--- src/rtl/core/salli_pkg.sv ---
// shared types and constants for the sorted linked list insert unit
package salli_pkg;

  // width of the value field on the ports
  localparam int unsigned DATA_W = 16;

  // operation codes
  localparam logic OP_INSERT = 1'b0;
  localparam logic OP_READ   = 1'b1;

  // status codes
  localparam logic STATUS_DONE     = 1'b0;
  localparam logic STATUS_OVERFLOW = 1'b1;

  // sequencer states, one-hot
  typedef enum logic [7:0] {
    S_INIT    = 8'b0000_0001,
    S_IDLE    = 8'b0000_0010,
    S_FREE    = 8'b0000_0100,
    S_HEAD    = 8'b0000_1000,
    S_WALK    = 8'b0001_0000,
    S_WR_NODE = 8'b0010_0000,
    S_WR_PREV = 8'b0100_0000,
    S_RD_OUT  = 8'b1000_0000
  } state_t;

endpackage

--- src/rtl/core/salli_ram.sv ---
// generic single write port ram with registered read
module salli_ram #(
  parameter int unsigned WIDTH = 16,
  parameter int unsigned DEPTH = 16
) (
  input  logic                     clk,
  input  logic                     we,
  input  logic [$clog2(DEPTH)-1:0] waddr,
  input  logic [WIDTH-1:0]         wdata,
  input  logic [$clog2(DEPTH)-1:0] raddr,
  output logic [WIDTH-1:0]         rdata
);

  logic [WIDTH-1:0] mem [DEPTH];

  always_ff @(posedge clk) begin
    if (we) begin
      mem[waddr] <= wdata;
    end
    rdata <= mem[raddr];
  end

endmodule

--- src/rtl/core/sorted_array_linked_list_insert_unit.sv ---
// top level of the sorted linked list insert unit
//
// keeps an ascending singly linked list of signed values in two memories of
// ENTRIES slots (a value memory and a link memory), with unused slots chained
// on a free list. index ENTRIES stands for null. a transfer is taken when start
// is high and busy is low; exactly one result follows, shown for one cycle with
// done high, and the receiver has no way to hold it off. a read (op 1) gives
// the value and link of one slot, registered out of S_RD_OUT. an insert
// (op 0) pops the first free slot and walks the list from the head, one link
// memory read per node, to the last node whose value is not greater; equal
// values land behind existing ones. behind the head the walk tests one node
// after another, at most ENTRIES - 2 of them (a free slot means the list is
// not full), so the walk over the single read port of the link memory sets
// the rate; an insert in front of the head or into an empty list skips the
// walk, and an overflow (no free slot, nothing changed) answers in the cycle
// after the transfer. after reset, busy stays high while the link memory is
// chained free one slot a cycle. the value of a slot that was never written
// reads back as whatever the memory holds.
module sorted_array_linked_list_insert_unit #(
  parameter int unsigned ENTRIES    = 16,
  parameter int unsigned VALUE_BITS = 16
) (
  input  logic                                clk,
  input  logic                                rst,
  // command side
  input  logic                                start,
  output logic                                busy,
  input  logic                                op,
  input  logic signed [salli_pkg::DATA_W-1:0] value,
  input  logic [$clog2(ENTRIES)-1:0]          slot,
  // result side
  output logic                                done,
  output logic                                status,
  output logic [$clog2(ENTRIES+1)-1:0]        new_slot,
  output logic [$clog2(ENTRIES+1)-1:0]        prev_slot,
  output logic signed [salli_pkg::DATA_W-1:0] read_value,
  output logic [$clog2(ENTRIES+1)-1:0]        read_link
);

  localparam int unsigned AW = $clog2(ENTRIES);
  localparam int unsigned IW = $clog2(ENTRIES + 1);
  localparam logic [IW-1:0] NIL  = IW'(ENTRIES);
  localparam logic [AW-1:0] LAST = AW'(ENTRIES - 1);

  salli_pkg::state_t state;

  // list pointers
  logic [IW-1:0] head_index;
  logic [IW-1:0] free_head;
  logic [IW-1:0] free_next;   // link of the slot being taken off the free list
  logic [IW-1:0] ptr;         // node under test, later the new node's successor
  logic [IW-1:0] save;        // last node not greater, NIL means insert at head
  logic [AW-1:0] init_idx;    // free list chaining pass counter

  // latched command
  logic signed [VALUE_BITS-1:0] item;
  logic [AW-1:0]                slot_r;

  // memory ports
  logic                         v_we;
  logic                         l_we;
  logic [AW-1:0]                waddr;
  logic [AW-1:0]                raddr;
  logic signed [VALUE_BITS-1:0] v_wdata;
  logic [IW-1:0]                l_wdata;
  logic signed [VALUE_BITS-1:0] v_rdata;
  logic [IW-1:0]                l_rdata;

  logic [IW-1:0] l_next;
  logic          item_lt;

  salli_ram #(
    .WIDTH (VALUE_BITS),
    .DEPTH (ENTRIES)
  ) u_value_ram (
    .clk   (clk),
    .we    (v_we),
    .waddr (waddr),
    .wdata (v_wdata),
    .raddr (raddr),
    .rdata (v_rdata)
  );

  salli_ram #(
    .WIDTH (IW),
    .DEPTH (ENTRIES)
  ) u_link_ram (
    .clk   (clk),
    .we    (l_we),
    .waddr (waddr),
    .wdata (l_wdata),
    .raddr (raddr),
    .rdata (l_rdata)
  );

  // any link out of range counts as null
  assign l_next  = (l_rdata >= NIL) ? NIL : l_rdata;
  // new value goes in front of the node just read
  assign item_lt = item < v_rdata;

  assign busy = (state != salli_pkg::S_IDLE);

  // read address: the fsm never reads and writes in the same cycle, so a
  // read always sees the last write to that entry
  always_comb begin
    case (state)
      salli_pkg::S_IDLE: begin
        raddr = (op == salli_pkg::OP_READ) ? slot : free_head[AW-1:0];
      end
      salli_pkg::S_FREE: begin
        raddr = head_index[AW-1:0];
      end
      salli_pkg::S_HEAD, salli_pkg::S_WALK: begin
        raddr = l_next[AW-1:0];
      end
      default: begin
        raddr = '0;
      end
    endcase
  end

  // write side
  always_comb begin
    v_we    = 1'b0;
    l_we    = 1'b0;
    waddr   = '0;
    v_wdata = item;
    l_wdata = ptr;
    case (state)
      salli_pkg::S_INIT: begin
        // chain slot i to slot i+1, the last one to null
        l_we    = 1'b1;
        waddr   = init_idx;
        l_wdata = IW'(init_idx) + IW'(1);
      end
      salli_pkg::S_WR_NODE: begin
        v_we  = 1'b1;
        l_we  = 1'b1;
        waddr = free_head[AW-1:0];
      end
      salli_pkg::S_WR_PREV: begin
        l_we    = 1'b1;
        waddr   = save[AW-1:0];
        l_wdata = free_head;
      end
      default: begin
        v_we = 1'b0;
      end
    endcase
  end

  // sequencer
  always_ff @(posedge clk) begin
    if (rst) begin
      state      <= salli_pkg::S_INIT;
      init_idx   <= '0;
      head_index <= NIL;
      free_head  <= '0;
      done       <= 1'b0;
    end else begin
      done <= 1'b0;
      case (state)
        salli_pkg::S_INIT: begin
          init_idx <= init_idx + AW'(1);
          if (init_idx == LAST) begin
            state <= salli_pkg::S_IDLE;
          end
        end
        salli_pkg::S_IDLE: begin
          if (start) begin
            slot_r <= slot;
            item   <= VALUE_BITS'(value);
            if (op == salli_pkg::OP_READ) begin
              state <= salli_pkg::S_RD_OUT;
            end else if (free_head == NIL) begin
              // no free slot: report and leave the lists alone
              done       <= 1'b1;
              status     <= salli_pkg::STATUS_OVERFLOW;
              new_slot   <= NIL;
              prev_slot  <= NIL;
              read_value <= '0;
              read_link  <= NIL;
            end else begin
              state <= salli_pkg::S_FREE;
            end
          end
        end
        salli_pkg::S_FREE: begin
          free_next <= l_next;
          save      <= NIL;
          if (head_index == NIL) begin
            ptr   <= NIL;
            state <= salli_pkg::S_WR_NODE;
          end else begin
            state <= salli_pkg::S_HEAD;
          end
        end
        salli_pkg::S_HEAD: begin
          if (item_lt) begin
            // new node becomes the head
            ptr   <= head_index;
            state <= salli_pkg::S_WR_NODE;
          end else begin
            save <= head_index;
            ptr  <= l_next;
            state <= (l_next == NIL) ? salli_pkg::S_WR_NODE : salli_pkg::S_WALK;
          end
        end
        salli_pkg::S_WALK: begin
          if (item_lt) begin
            state <= salli_pkg::S_WR_NODE;
          end else begin
            save <= ptr;
            ptr  <= l_next;
            if (l_next == NIL) begin
              state <= salli_pkg::S_WR_NODE;
            end
          end
        end
        salli_pkg::S_WR_NODE: begin
          if (save == NIL) begin
            head_index <= free_head;
            free_head  <= free_next;
            done       <= 1'b1;
            status     <= salli_pkg::STATUS_DONE;
            new_slot   <= free_head;
            prev_slot  <= NIL;
            read_value <= '0;
            read_link  <= NIL;
            state      <= salli_pkg::S_IDLE;
          end else begin
            state <= salli_pkg::S_WR_PREV;
          end
        end
        salli_pkg::S_WR_PREV: begin
          free_head  <= free_next;
          done       <= 1'b1;
          status     <= salli_pkg::STATUS_DONE;
          new_slot   <= free_head;
          prev_slot  <= save;
          read_value <= '0;
          read_link  <= NIL;
          state      <= salli_pkg::S_IDLE;
        end
        salli_pkg::S_RD_OUT: begin
          done      <= 1'b1;
          status    <= salli_pkg::STATUS_DONE;
          new_slot  <= NIL;
          prev_slot <= NIL;
          if (IW'(slot_r) < NIL) begin
            read_value <= salli_pkg::DATA_W'(v_rdata);
            read_link  <= l_next;
          end else begin
            read_value <= '0;
            read_link  <= NIL;
          end
          state <= salli_pkg::S_IDLE;
        end
        default: begin
          state <= salli_pkg::S_IDLE;
        end
      endcase
    end
  end

`ifndef SYNTH
  // the head of the free list is never the head of the sorted list
  a_free_not_head: assert property (@(posedge clk) disable iff (rst)
    (free_head != NIL) |-> (free_head != head_index))
    else $error("free list head is also list head");

  // the walk only ever tests a real node
  a_walk_ptr_valid: assert property (@(posedge clk) disable iff (rst)
    (state == salli_pkg::S_WALK) |-> (ptr < NIL))
    else $error("walk on a null pointer");

  // overflow is reported only when the free list is empty
  a_overflow_empty: assert property (@(posedge clk) disable iff (rst)
    (done && status == salli_pkg::STATUS_OVERFLOW) |-> (free_head == NIL && new_slot == NIL))
    else $error("overflow with a free slot");

  // an insert behind a node leaves its slot as the free list moves on
  a_insert_pops: assert property (@(posedge clk) disable iff (rst)
    (state == salli_pkg::S_WR_PREV) |=> (free_head != new_slot))
    else $error("inserted slot still heads the free list");
`endif

endmodule
--- config.mk ---
export PLATFORM = sky130hd
export DESIGN_NAME = sorted_array_linked_list_insert_unit
export DESIGN_NICKNAME = d
export VERILOG_FILES = /design/src/rtl/core/salli_pkg.sv /design/src/rtl/core/salli_ram.sv /design/src/rtl/core/sorted_array_linked_list_insert_unit.sv
export SDC_FILE = /design/constraint.sdc
export NUM_CORES = 1
export LEC_CHECK = 0
export BUFFER_PORTS_ARGS = -buffer_cell sky130_fd_sc_hd__clkbuf_2
export CAP_MARGIN = 20
export CORE_MARGIN = 2
export CORE_UTILIZATION = 61
export DETAILED_ROUTE_END_ITERATION = 6
export GPL_TIMING_DRIVEN = 0
export PLACE_DENSITY = 0.86
export SLEW_MARGIN = 20
export SYNTH_ARGS = -nofsm -noshare
export SYNTH_HDL_FRONTEND = slang
export SYNTH_HIERARCHICAL = 1
export SYNTH_SLANG_ARGS = --single-unit
export TNS_END_PERCENT = 30
--- constraint.sdc ---
create_clock -name clk -period 6.85 [get_ports clk]
set_input_delay 1.37 -clock clk [delete_from_list [all_inputs] [get_ports clk]]
set_output_delay 1.37 -clock clk [all_outputs]
set_load 0.01 [all_outputs]
==> impl_metrics.yaml, run 1 <==
routing:
  viasPerCell: 6.66
  drc_errors: 1
  dr.pass1.iters: 7
  ant_nets: 0
  num_vias: 9836
  wl_mm: 39.4
  wl_per_cell_um: 26.6
  dr.first_iter.drc_count: 1382
timing:
  drv_slew: 0
  max-slew-margin-rel: 0.215
  setup_viol: 0
  tightest_slew_ps: 1180
  period_needed_ps: 3990
  holdWs_ps: 488
  period_share: 0.582
  finalHoldViolCount: 0
  tns_ps: 0
  rsz0062_at_grt: "false"
  fmax_mhz: 251
  fin_skew_ps: 22.4
floorplan:
  die_w_um: 173
  ios: 58
  row_count: 61
  fp.coreArea_mm2: 0.0279
  die_area_mm2: 0.0299
  initial_core_util: 0.622
  die_h_um: 173
cts:
  cts_max_level: 2
  post_cts_buffers: 0
  root_buffer: "clkbuf_16"
  clock_path_buffers: 3
  cts_buffers: 43
  path_clk_slew_ps: 70
  cts_resized: 0
  clock-sinks: 443
  cts_tree: "built"
  insertion_delay_ps: 550
  ctsHoldBuffers: 0
critical_path:
  r2r_slack_ps: 2860
  crit_type: "in -> reg"
  r2r_end: "u_value_ram/rdata[7]"
  endpoint_kind: "flop"
  required_ps: 7340
  timing.rr.start: "state[0]"
  critPathMaxFanout: 12
  reg2regPathDepth: 10
  worst_setup_path_start_kind: "primary input"
  critPathArrivalTime_ps: 4480
layout:
  drive_above_1_share: 0.244
  post-route-util: 0.710
  syn_to_final_growth_pct: 14.1
  nNetsFinal: 1105
  n_antenna_cell: 0
  n_fill_cell: 1600
placement:
  port-buffer-count: 56
  dp_hpwl_mm: 24.2
  place_congestion: 0.946
power:
  p_leak_nw: 6.64
  vdd_ir_drop_max_mv: 0.203
  power.density_mw_per_mm2: 282
synth:
  synth_commonest_cells: "399 x edfxtp_1, 74 x mux4_2, 60 x nor2_1, 52 x nand2_1, 44 x dfxtp_1"
  post-synth-top-count-cell: "edfxtp_1"
  syn_area_mm2: 0.0174
  syn_inst: 942
  synth_area_leaders: "edfxtp_1 69%, mux4_2 9.6%, dfxtp_1 5.1%, a22oi_1 1.6%, mux4_1 1.5%"
  avgSynthCellArea_um2: 18.4
  synth_edf_count: 399
  ys_seq_elements: 443
  synth_top_cell_area_share: 0.689
  ys_types: 58
  synth_flop_cell: "edfxtp_1"
  synth_seq_area_share: 0.740
  yosysTopAreaCell: "edfxtp_1"
  synthArstFlopShare: 0
  synth_nets: 982
  yosysWarnings: 6
global_route:
  grt.total_usage: 0.264
  grt_pass1_vias: 9795
  antenna_found_initial: 0
  grt_max_degree: 18
  grt-ovfl-total: 0
  grt_pass1_wl_mm: 59.2
status:
  status: "finished, violations left"
  violations: "design-rule violations"
flow_run:
  cap_violations: 0
min_path:
  hold_class: "reg -> reg"
  holdCritStartpoint: "free_next[3]"
  whs_path_depth: 2
  holdPathEnd: "free_head[3]"
per-layer routing:
metal,vias up,global-route usage,share of wire
met4,0,0.0883,0.035
met5,-,0,0
met2,811,0.417,0.47
met3,142,0.0565,0.12
li1,4019,-,-
met1,4864,0.373,0.37
per-stage QoR:
step           area, µm²  worst slack (ps)  instances  total power [mW]
2_1_floorplan      17400              1590        942              3.25
3_3_place_gp       18100               224       1376              3.33
3_5_place_dp       18500              2560       1398              3.35
4_1_cts            19800              2980       1477              5.60
5_1_grt            19800              2650       1477              5.73
6_report           19800              2860       1477              5.60
placed cells by master, fill, tap and decap left out, types with 5 or more instances in the layout:
| cell | Yosys | layout |
|---|---|---|
| edfxtp_1 | 399 | 399 |
| mux2i_1 | 18 | 18 |
| nand2b_1 | 8 | 8 |
| clkinv_2 | 0 | 6 |
| mux4_1 | 10 | 10 |
| nand2_1 | 52 | 52 |
| and3_1 | 5 | 5 |
| mux4_2 | 74 | 74 |
| inv_1 | 28 | 28 |
| and2_1 | 29 | 29 |
| nor3_1 | 9 | 5 |
| clkbuf_2 | 0 | 56 |
| a21oi_1 | 8 | 8 |
| buf_8 | 0 | 6 |
| nor2b_1 | 9 | 9 |
| mux2_2 | 5 | 5 |
| clkinv_1 | 0 | 9 |
| ha_1 | 16 | 16 |
| a22oi_1 | 37 | 37 |
| nor2_2 | 0 | 13 |
| nand3_1 | 19 | 19 |
| nor2_1 | 60 | 47 |
| a221oi_1 | 7 | 6 |
| clkbuf_16 | 0 | 44 |
| buf_4 | 5 | 10 |
| clkbuf_1 | 18 | 23 |
| dfxtp_1 | 44 | 44 |
| buf_6 | 5 | 16 |
| clkbuf_8 | 0 | 6 |
| buf_2 | 6 | 6 |
critical path, cell delays in order:
cell and delay [ps]:
clkbuf_1 420, mux2i_1 190, o221ai_1 950, nor2b_1 280, clkbuf_1 340, clkbuf_1 570, a22oi_1 240, nand2_1 110
kinds of logic after synthesis:
| kind of cell | after synthesis | synth area share |
|---|---|---|
| flops | 443 | 0.740 |
| simple gates | 215 | 0.0613 |
| mux | 108 | 0.125 |
| compound gates | 88 | 0.0406 |
| buf+inv | 67 | 0.0184 |
| fa+ha+maj | 16 | 0.0115 |
| xor+xnor | 5 | 0.00252 |
flip-flops by register name, summed over array words and instances, names as in the netlist, 8 cells and up:
register           cells
item                  16
u_value_ram/mem      256
u_link_ram/mem        80
u_value_ram/rdata     16
read_value            16
state                  8
cell type report:
class | instances | area, µm² | share of cell area
Clock inverter | 24 | 168 | 0.00846
Multi-Input combinational cell | 432 | 4270 | 0.215
Inverter | 28 | 105 | 0.00530
Buffer | 39 | 214 | 0.0108
Sequential cell | 443 | 12900 | 0.649
Clock buffer | 55 | 1200 | 0.0606
Timing Repair Buffer | 78 | 532 | 0.0268
Tap cell | 378 | 473 | 0.0239
power breakdown:
| part | internal (mW) | switching (mW) | leakage, nW |
|---|---|---|---|
| registers | 3.01 | 0.0298 | 3.97 |
| logic | 0.0870 | 0.203 | 2.00 |
| clock network | 1.29 | 0.988 | 0.668 |
| total | 4.38 | 1.22 | 6.64 |
worst max path at each step:
stage               startpoint                    end  slack [ps]  cells after the start
floorplan                   op            new_slot[0]        1590                      5
global placement            op          read_value[9]         220                      5
detailed placement          op   u_value_ram/rdata[5]        2560                      8
CTS                   state[0]  u_value_ram/rdata[10]        2980                     10
global route          state[3]  u_value_ram/rdata[10]        2650                     10
finish                      op   u_value_ram/rdata[7]        2860                      8
No activity file was read; power rests on OpenSTA's default activity.
==> run 2, diff against run 1 <==
--- a/config.mk
+++ b/config.mk
@@ -8,10 +8,10 @@
 export BUFFER_PORTS_ARGS = -buffer_cell sky130_fd_sc_hd__clkbuf_2
 export CAP_MARGIN = 20
 export CORE_MARGIN = 2
-export CORE_UTILIZATION = 61
+export CORE_UTILIZATION = 56
 export DETAILED_ROUTE_END_ITERATION = 6
 export GPL_TIMING_DRIVEN = 0
-export PLACE_DENSITY = 0.86
+export PLACE_DENSITY = 0.83
 export SLEW_MARGIN = 20
 export SYNTH_ARGS = -nofsm -noshare
 export SYNTH_HDL_FRONTEND = slang
==> constraint.sdc (replaced) <==
create_clock -name clk -period 3.4 [get_ports clk]
set_input_delay 0.68 -clock clk [delete_from_list [all_inputs] [get_ports clk]]
set_output_delay 0.68 -clock clk [all_outputs]
set_load 0.01 [all_outputs]
==> impl_metrics.yaml, run 2 (synthesized netlist as in run 1, its figures left out) <==
cts:
  cts_buffers: 43
  ctsHoldBuffers: 0
  path_clk_slew_ps: 60
  root_buffer: "clkbuf_16"
  clock_path_buffers: 3
  insertion_delay_ps: 540
  clock-sinks: 443
  cts_tree: "built"
  cts_max_level: 2
layout:
  nNetsFinal: 1113
  top_register: "u_value_ram/mem"
  fin_cells: 1503
  n_fill_cell: 1940
  syn_to_final_growth_pct: 15.7
  reg_top3: "u_value_ram/mem (256), u_link_ram/mem (80)"
  final_cell_mix: "399 x edfxtp_1, 74 x mux4_2, 58 x clkbuf_2"
  drive_above_1_share: 0.261
  n_antenna_cell: 0
  final_common_cell: "edfxtp_1"
  largest_register_ffs: 256
placement:
  port-buffer-count: 56
  placed_cells: 1417
  dp_hpwl_mm: 24.5
  place_congestion: 0.907
  pre_cts_ws_ps: -261
timing:
  max-slew-margin-rel: 0.443
  fin_skew_ps: 20.9
  fmax_mhz: 292
  rsz0062_at_grt: "true"
  tightest_slew_ps: 829
  finalHoldViolCount: 0
  layout_setup_ws_ps: -22.4
  setup_viol: 21
  period_needed_ps: 3420
  drv_slew: 0
  period_share: 1.01
critical_path:
  critPathMaxFanout: 13
  slowest_delay_ps: 660
  worstPathCellList: "nor2_1 -> and4_1 -> clkbuf_2 -> a221oi_1 -> inv_1 -> or3b_2 -> nor2_4 -> buf_6"
  required_ps: 3640
  worst_setup_path_start_kind: "flop"
  endpoint_kind: "flop"
  crit_type: "reg -> reg"
  critPathArrivalTime_ps: 3660
  slowest_stage: "or3b_2"
power:
  pwr-share-seq: 0.532
  clockPowerShare: 0.416
  switching_share: 0.211
  p_comb_frac: 0.053
  p_leak_nw: 6.74
  power.internal_mw: 9.08
  power.density_mw_per_mm2: 572
  p_switching_mw: 2.43
  vdd_ir_drop_max_mv: 0.400
routing:
  ant_nets: 0
  dr.pass1.iters: 5
  num_vias: 9537
  wl_mm: 38.3
  drc_errors: 0
  dr.first_iter.drc_count: 1145
  wl_per_cell_um: 25.5
  viasPerCell: 6.35
floorplan:
  ios: 58
  die_area_mm2: 0.0325
  die_h_um: 180
  initial_core_util: 0.568
  die_w_um: 180
  fp.coreArea_mm2: 0.0306
  row_count: 64
global_route:
  grt_max_degree: 18
  grt_pass1_vias: 9710
  antenna_found_initial: 0
  grt-ovfl-total: 0
  grt.total_usage: 0.237
  grt_pass1_wl_mm: 58.4
min_path:
  hold_class: "in -> reg"
status:
  status: "finished, violations left"
  violations: "negative setup slack"
flow_run:
  cap_violations: 0
run 2: metal layers:
metal / global-route usage / wire [µm]
met1: 0.325 / 14900
met2: 0.387 / 18900
met3: 0.0487 / 3490
met4: 0.0735 / 1050
met5: 0 / 0
run 2: timing repair:
item,CTS,global route
pin swaps,0,3
buffers inserted,0,7
resized for setup,23,8
endpoints found under the setup margin,188,141
run 2: final timing paths:
| path | slack, ps | start | endpoint | cells past startpoint |
|---|---|---|---|---|
| max reg2reg | -20 | state[2] | u_value_ram/mem[2][6] | 8 |
| max | -20 | state[2] | u_value_ram/mem[2][6] | 8 |
| min reg2reg | 500 | free_next[0] | free_head[0] | 2 |
| min | 310 | value[7] | item[7] | 1 |
run 2: final cells by class:
class,instances,area [µm²],share of cell area
Buffer,39,221,0.0110
Clock buffer,57,1180,0.0587
Clock inverter,22,249,0.0124
Inverter,28,105,0.00523
Multi-Input combinational cell,432,4390,0.218
Sequential cell,443,12900,0.640
Tap cell,396,495,0.0246
Timing Repair Buffer,86,601,0.0299
run 2: through the flow:
| stage | utilization | instance area, µm² | setup TNS, ps | hold slack (ps) | power (mW) |
|---|---|---|---|---|---|
| after floorplan | - | 17400 | 0 | 423 | 6.55 |
| after global placement | 0.594 | 18200 | -224280 | 458 | 6.71 |
| after detailed placement | 0.604 | 18500 | -21200 | 476 | 6.75 |
| after CTS | 0.654 | 20000 | 0 | 298 | 11.5 |
| after global routing | 0.657 | 20100 | -5410 | 290 | 11.8 |
| final | 0.657 | 20100 | -287 | 315 | 11.5 |
run 2: power by group through the flow:
stage	clock (mW)	sequential (mW)	combinational, mW
final	4.78	6.12	0.605
after floorplan	0	6.20	0.356
after detailed placement	0	6.22	0.532
after global routing	5.03	6.12	0.655
after global placement	0	6.22	0.498
after CTS	4.84	6.11	0.561
run 2: critical path, delay by kind of cell, from the launching register on:
kind,cells,cell delay [ps]
flops,1,410
buf+inv,3,810
simple gates,4,1370
compound gates,1,530
==> run 3, diff against run 2 <==
--- a/config.mk
+++ b/config.mk
@@ -7,11 +7,12 @@
 export LEC_CHECK = 0
 export BUFFER_PORTS_ARGS = -buffer_cell sky130_fd_sc_hd__clkbuf_2
 export CAP_MARGIN = 20
-export CORE_MARGIN = 2
-export CORE_UTILIZATION = 56
+export CORE_MARGIN = 3
+export CORE_UTILIZATION = 45
 export DETAILED_ROUTE_END_ITERATION = 6
 export GPL_TIMING_DRIVEN = 0
-export PLACE_DENSITY = 0.83
+export MAX_ROUTING_LAYER = met4
+export PLACE_DENSITY = 0.7
 export SLEW_MARGIN = 20
 export SYNTH_ARGS = -nofsm -noshare
 export SYNTH_HDL_FRONTEND = slang
==> impl_metrics.yaml, run 3 (synthesized netlist as in run 1, its figures left out) <==
status:
  status: "finished, final reports clean"
timing:
  tns_ps: 0
  tightest_slew_ps: 826
  period_share: 0.976
  finalHoldViolCount: 0
  rsz0062_at_grt: "true"
  fmax_mhz: 301
  fin_skew_ps: 22.6
  holdWs_ps: 302
  drv_slew: 0
  period_needed_ps: 3320
  setup_viol: 0
  max-slew-margin-rel: 0.445
routing:
  num_vias: 9110
  wl_per_cell_um: 22.9
  ant_nets: 0
  dr.pass1.iters: 5
  dr.first_iter.drc_count: 837
  wl_mm: 36.8
  viasPerCell: 5.67
  drc_errors: 0
global_route:
  grt_max_degree: 18
  antenna_found_initial: 0
  grt_pass1_wl_mm: 55.8
  grt-ovfl-total: 0
  grt_pass1_vias: 9256
  grt.total_usage: 0.186
floorplan:
  ios: 58
  die_w_um: 203
  initial_core_util: 0.459
  row_count: 71
  fp.coreArea_mm2: 0.0378
  die_area_mm2: 0.0410
  die_h_um: 203
cts:
  insertion_delay_ps: 560
  clock-sinks: 443
  root_buffer: "clkbuf_16"
  cts_buffers: 42
  clock_path_buffers: 3
  cts_tree: "built"
  cts_max_level: 2
  path_clk_slew_ps: 60
layout:
  drive_above_1_share: 0.251
  final_cell_mix: "399 x edfxtp_1, 74 x mux4_2, 59 x clkbuf_2"
  top_register: "u_value_ram/mem"
  post-route-util: 0.530
  fin_cells: 1606
  multi_input_area_mm2: 0.00437
  final_common_cell: "edfxtp_1"
  syn_to_final_growth_pct: 15.4
  n_fill_cell: 2983
  seq_area_mm2: 0.0129
  nNetsFinal: 1106
  n_antenna_cell: 0
  reg_top3: "u_value_ram/mem (256), u_link_ram/mem (80)"
  largest_register_ffs: 256
power:
  p_leak_nw: 6.64
  vdd_ir_drop_max_mv: 0.312
  total_power_mw: 11.1
  power.density_mw_per_mm2: 554
critical_path:
  crit_path_start: "state[0]"
  timing.rr.start: "state[0]"
  worstPathCellList: "nor2_1 -> nand3_1 -> nor3b_2 -> buf_2 -> and2_1 -> a221oi_1 -> inv_1 -> nand3b_1 -> nor2_4 -> buf_6"
  slowest_stage: "nor2_4"
  endpoint_kind: "flop"
  critPathMaxFanout: 10
  required_ps: 3650
  crit_type: "reg -> reg"
  worst_setup_path_start_kind: "flop"
  path_buf_inv: 3
  cp_top_family: "simple AND/OR/NAND/NOR gates"
  slowest_delay_ps: 480
  critPathArrivalTime_ps: 3570
placement:
  dp_hpwl_mm: 24.9
  placed_cells: 1531
  port-buffer-count: 56
  place_congestion: 0.811
min_path:
  hold_class: "in -> reg"
  holdCritStartpoint: "value[15]"
flow_run:
  cap_violations: 0
## run 3: cell type report
class / instances / share of cell area
multi-input combinational: 432 / 0.218
timing repair buffer: 80 / 0.0278
sequential: 443 / 0.641
tap: 511 / 0.0319
clock buffer: 55 / 0.0569
clock inverter: 18 / 0.00767
buffer: 39 / 0.0111
inverter: 28 / 0.00524
## run 3: path summary, 6_finish.rpt
| kind | end | slack, ps | cells after the start |
|---|---|---|---|
| worst max-delay path | u_value_ram/mem[11][0] | 80 | 10 |
| worst min-delay path | item[15] | 300 | 1 |
| worst max register to register | u_value_ram/mem[11][0] | 80 | 10 |
| worst min register to register | free_head[2] | 490 | 2 |
## run 3: report_power, final
group | internal (mW) | leakage [nW] | switching, mW
clock network | 2.51 | 0.628 | 1.92
registers | 6.05 | 3.97 | 0.0507
logic | 0.176 | 2.04 | 0.382
## run 3: worst register-to-register path: stages, from the launching register on
cell	delay, ps
dfxtp_1	330
nor2_1	210
nand3_1	130
nor3b_2	390
buf_2	270
and2_1	210
a221oi_1	70
inv_1	310
nand3b_1	390
nor2_4	480
buf_6	220
## run 3: what timing repair did
item,CTS,global route
buffers inserted,0,2
hold buffers,0,0
setup endpoints to repair,197,158
pin swaps,0,1
resized for setup,17,10
## run 3: metrics by stage
step,worst slack [ps],cell area [µm²]
2_1_floorplan,58.9,17400
3_3_place_gp,-1630,18300
3_5_place_dp,-253,18600
4_1_cts,50.4,20000
5_1_grt,-66.7,20100
6_report,81.2,20100
## run 3: routing by layer
metal	vias to the layer above	GRT usage	wire (µm)
met5	-	-	0
met1	4673	0.251	15400
met2	365	0.292	17800
met3	70	0.0353	2750
met4	0	0.0544	862
li1	4002	-	-
